==> src/rtl/fpa_mul.sv <==
// Two-stage unsigned magnitude multiplier with round-half-up and fraction shift.
// Split into four half-width partial products. Uses no package.
module fpa_mul #(
  parameter int WORD_BITS = 32,
  parameter int FRAC_BITS = 8
) (
  input  logic                 clk,
  input  logic                 en,
  input  logic [WORD_BITS-1:0] x,
  input  logic [WORD_BITS-1:0] y,
  output logic [2*WORD_BITS:0] p
);

  localparam int W  = WORD_BITS;
  localparam int H  = (W + 1) / 2;
  localparam int HI = W - H;
  localparam int PW = 2 * W + 1;
  localparam logic [PW-1:0] HALF = (PW'(1) << FRAC_BITS) >> 1;

  logic [2*H-1:0]  pp_ll;
  logic [H+HI-1:0] pp_lh;
  logic [H+HI-1:0] pp_hl;
  logic [2*HI-1:0] pp_hh;
  logic [PW-1:0]   sum;

  always_ff @(posedge clk) begin
    if (en) begin
      pp_ll <= x[H-1:0] * y[H-1:0];
      pp_lh <= (H+HI)'(x[H-1:0]) * (H+HI)'(y[W-1:H]);
      pp_hl <= (H+HI)'(x[W-1:H]) * (H+HI)'(y[H-1:0]);
      pp_hh <= x[W-1:H] * y[W-1:H];
    end
  end

  assign sum = PW'(pp_ll) + (PW'(pp_lh) << H) + (PW'(pp_hl) << H)
             + (PW'(pp_hh) << (2 * H)) + HALF;

  always_ff @(posedge clk) begin
    if (en) begin
      p <= sum >> FRAC_BITS;
    end
  end

endmodule

==> config.mk <==
export PLATFORM = sky130hd
export DESIGN_NAME = fpa_mul
export DESIGN_NICKNAME = d
export VERILOG_FILES = /design/src/rtl/fpa_mul.sv
export SDC_FILE = /design/constraint.sdc
export NUM_CORES = 2
export LEC_CHECK = 0
export ABC_AREA = 1
export BUFFER_PORTS_ARGS = -buffer_cell sky130_fd_sc_hd__buf_2
export CORE_MARGIN = 5
export CORE_UTILIZATION = 30
export CTS_BUF_LIST = sky130_fd_sc_hd__clkbuf_8 sky130_fd_sc_hd__clkbuf_16
export CTS_CLUSTER_DIAMETER = 30
export DETAILED_ROUTE_END_ITERATION = 7
export PLACE_DENSITY = 0.42
export RECOVER_POWER = 25
export SKIP_CTS_REPAIR_TIMING = 1
export SLEW_MARGIN = 20
export SYNTH_ARGS = -nofsm -noshare
export SYNTH_HDL_FRONTEND = slang
export SYNTH_SLANG_ARGS = --single-unit
==> constraint.sdc <==
create_clock -name clk -period 6.4 [get_ports clk]
set_clock_uncertainty 0.2 [all_clocks]
set_input_delay 0 -clock clk [delete_from_list [all_inputs] [get_ports clk]]
set_output_delay 0 -clock clk [all_outputs]
set_load 0.01 [all_outputs]
==> results.cfg <==
[synth]
yosysWarnings = 0
synth_area_um2 = 45900
syn_area_per_cell_um2 = 7.64
ys_ff_latch = 178
syn_inst = 6011
synthFlopType = edfxtp_1
seq_area_frac_synth_pct = 11.6
synth.distinct_cells = 39
synth-edff-count = 178
synthArstFlopShare_pct = 0

[floorplanning]
start_util_pct = 30.2
die_h_um = 401
ios = 131
core-area_um2 = 152000
dieArea_um2 = 161000
die_x_um = 401
row_count = 143

[final_layout]
fin_nets = 7416
areaGrowthSynthToFinish_pct = 8.99
fill_cells = 16543
drive_above_1_share_pct = 4.98

[clocking]
htreeDepth = 4
path_clk_slew_ns = 0.08
clk_path_buf_depth = 2
numCtsBuffers = 17
clock_sinks = 178
clock_latency_ns = 0.51
clock-root-buffer = clkbuf_16
cts_tree = yes

[critical_path]
criticalPathCategory = input port to flip-flop
slowest_delay_ns = 0.89
end_kind = flip-flop
critPathSlowestCell = clkbuf_1
crit_top_cell = inv_1
crit_fanout = 17
path_delay_family = adder cells
r2r-start = pp_ll[24]
critPathLaunch = x[0]
cp.arrival_ns = 5.82
critPathBufInv = 8
cp.required_ns = 6.44
start_kind = input port

[placement]
io_buffers = 122
gp_congestion = 0.887
post-place-ws_ns = 0.278
hpwl_um = 129000

[sta]
hold_violations = 0
slew_viol_final = 205
worst_pin_slew_ns = 4.15
tns_ns = 0
fmax_mhz = 173
whs_ns = 0.0676
finalSetupViolations = 0
setup_slack_ns = 0.617
slew_headroom_pct = -177
rsz0062_at_grt = no
fin_crit_ns = 5.78
post-route-period-util_pct = 90.4

[grt]
grt_pass1_vias = 39389
grt_pass1_wl_um = 237000
grt_overflow = 0
track_usage_pct = 19.2
grt_max_degree = 156
grt_antenna_before_repair = 17

[run_status]
violations = max-capacitance violations, max-slew violations
outcome = finished with violations

[routing]
drt_iter0_drc = 2216
vias_per_cell = 4.47
vias = 36380
finalWirelength_um = 152000
antenna_left = 0
dr.pass1.iters = 5
wl_per_cell_um = 18.6
remaining_drc_errors = 0

[min_path]
hold_path_startpoint = y[16]
hold_class = input port to flip-flop

[run]
maxCapViolations = 3
-- worst reg2reg max path: cells and delay by family, from the launching register on --
kind / cells / cell delay [ns]
DFF: 1 / 0.53
adders and majority gates: 2 / 0.89
and+or+nand+nor: 9 / 1.43
-- routing by layer --
metal | part of all wire (%) | GRT usage, %
met1 | 47 | 26.8
met2 | 46 | 32.0
met3 | 4.6 | 2.48
met4 | 1.9 | 3.67
met5 | 0.015 | 0
-- flip-flops by register name, summed over array words and instances, names as in the netlist --
signal  cells
pp_lh      32
pp_hh      32
p          57
pp_hl      32
pp_ll      25
-- final cells by class --
cell class                 count  area (µm²)  share of cell area [%]
antenna                        5        12.5                  0.0250
clock buffer                  17         425                   0.850
clock inverter                15         181                   0.363
inverter                    1683        6320                    12.6
multi-input combinational   3957       33500                    66.9
sequential                   178        5350                    10.7
tap                         2030        2540                    5.08
timing repair buffer         259        1740                    3.47
-- path summary, 6_finish.rpt --
kind               end  slack, ns  cells past startpoint
max reg2reg      p[49]       3.09                     11
min reg2reg       p[0]       0.34                      1
min           pp_lh[0]       0.07                      3
max          pp_lh[29]       0.62                     25
-- cells by family (layout without fill, tap and decap cells) --
family / after synthesis / after routing / share of synthesized area (%)
flip-flops: 178 / 178 / 11.6
buffers and inverters: 1883 / 1974 / 15.5
AND/OR/NAND/NOR: 2329 / 2329 / 20.4
AO/OA/AOI/OAI: 258 / 258 / 3.04
other: 1 / 13 / 0.00817
XOR/XNOR: 108 / 108 / 2.06
adder cells (fa/ha/maj): 1254 / 1254 / 47.4
-- cells in the mapped netlist, types with 2 or more instances --
cell type     n  area [µm²]
nand2_2      25         156
a31oi_1       3        18.8
inv_1      1671        6270
inv_2        12        45.0
a21oi_1     147         736
nand3_1     136         681
nand4_1      34         213
fa_1        807       16200
nand3b_1     15         113
nor3_1       38         190
nor2_2       17         106
and2_1        3        18.8
nor2_4       10         113
nand3_2       7        70.1
o21ai_0      71         355
o21ai_1       4        20.0
o21bai_1     18         135
a21o_1       10        75.1
xor2_1       89         780
edfxtp_1    178        5350
xnor2_1      19         166
nand2_1    1787        6710
nor2_1      249         935
nor4_1        2        12.5
buf_4         8        60.1
ha_1        447        5590
clkbuf_1    192         721
-- cells in the final DEF (no fill, tap or decap), drive strengths merged --
cell         instances
buf                196
clkbuf              79
dlygate4sd3          1
nand2             1813
inv               1692
o21a                 1
xor2                89
edfxtp             178
a21o                10
and2                 4
o21ai               75
o21bai              19
o211ai               2
diode                5
nand3              143
conb                 8
ha                 447
nand3b              15
xnor2               19
fa                 807
a31oi                3
nor3                39
nor4                 2
clkinv               6
a21boi               1
a21oi              147
nand4               35
nor2               276
or2                  2
-- metrics by stage --
step	util, %	instances	cell area, µm²
final	32.9	8144	50000
after global routing	32.9	8139	50000
after CTS	33.0	8138	50100
after detailed placement	32.6	8106	49500
after global placement	32.6	8106	49500
after floorplan	-	6018	45900
Power is not shown: default switching activity piles up to over one toggle a cycle in this logic, so the estimate is an artifact.
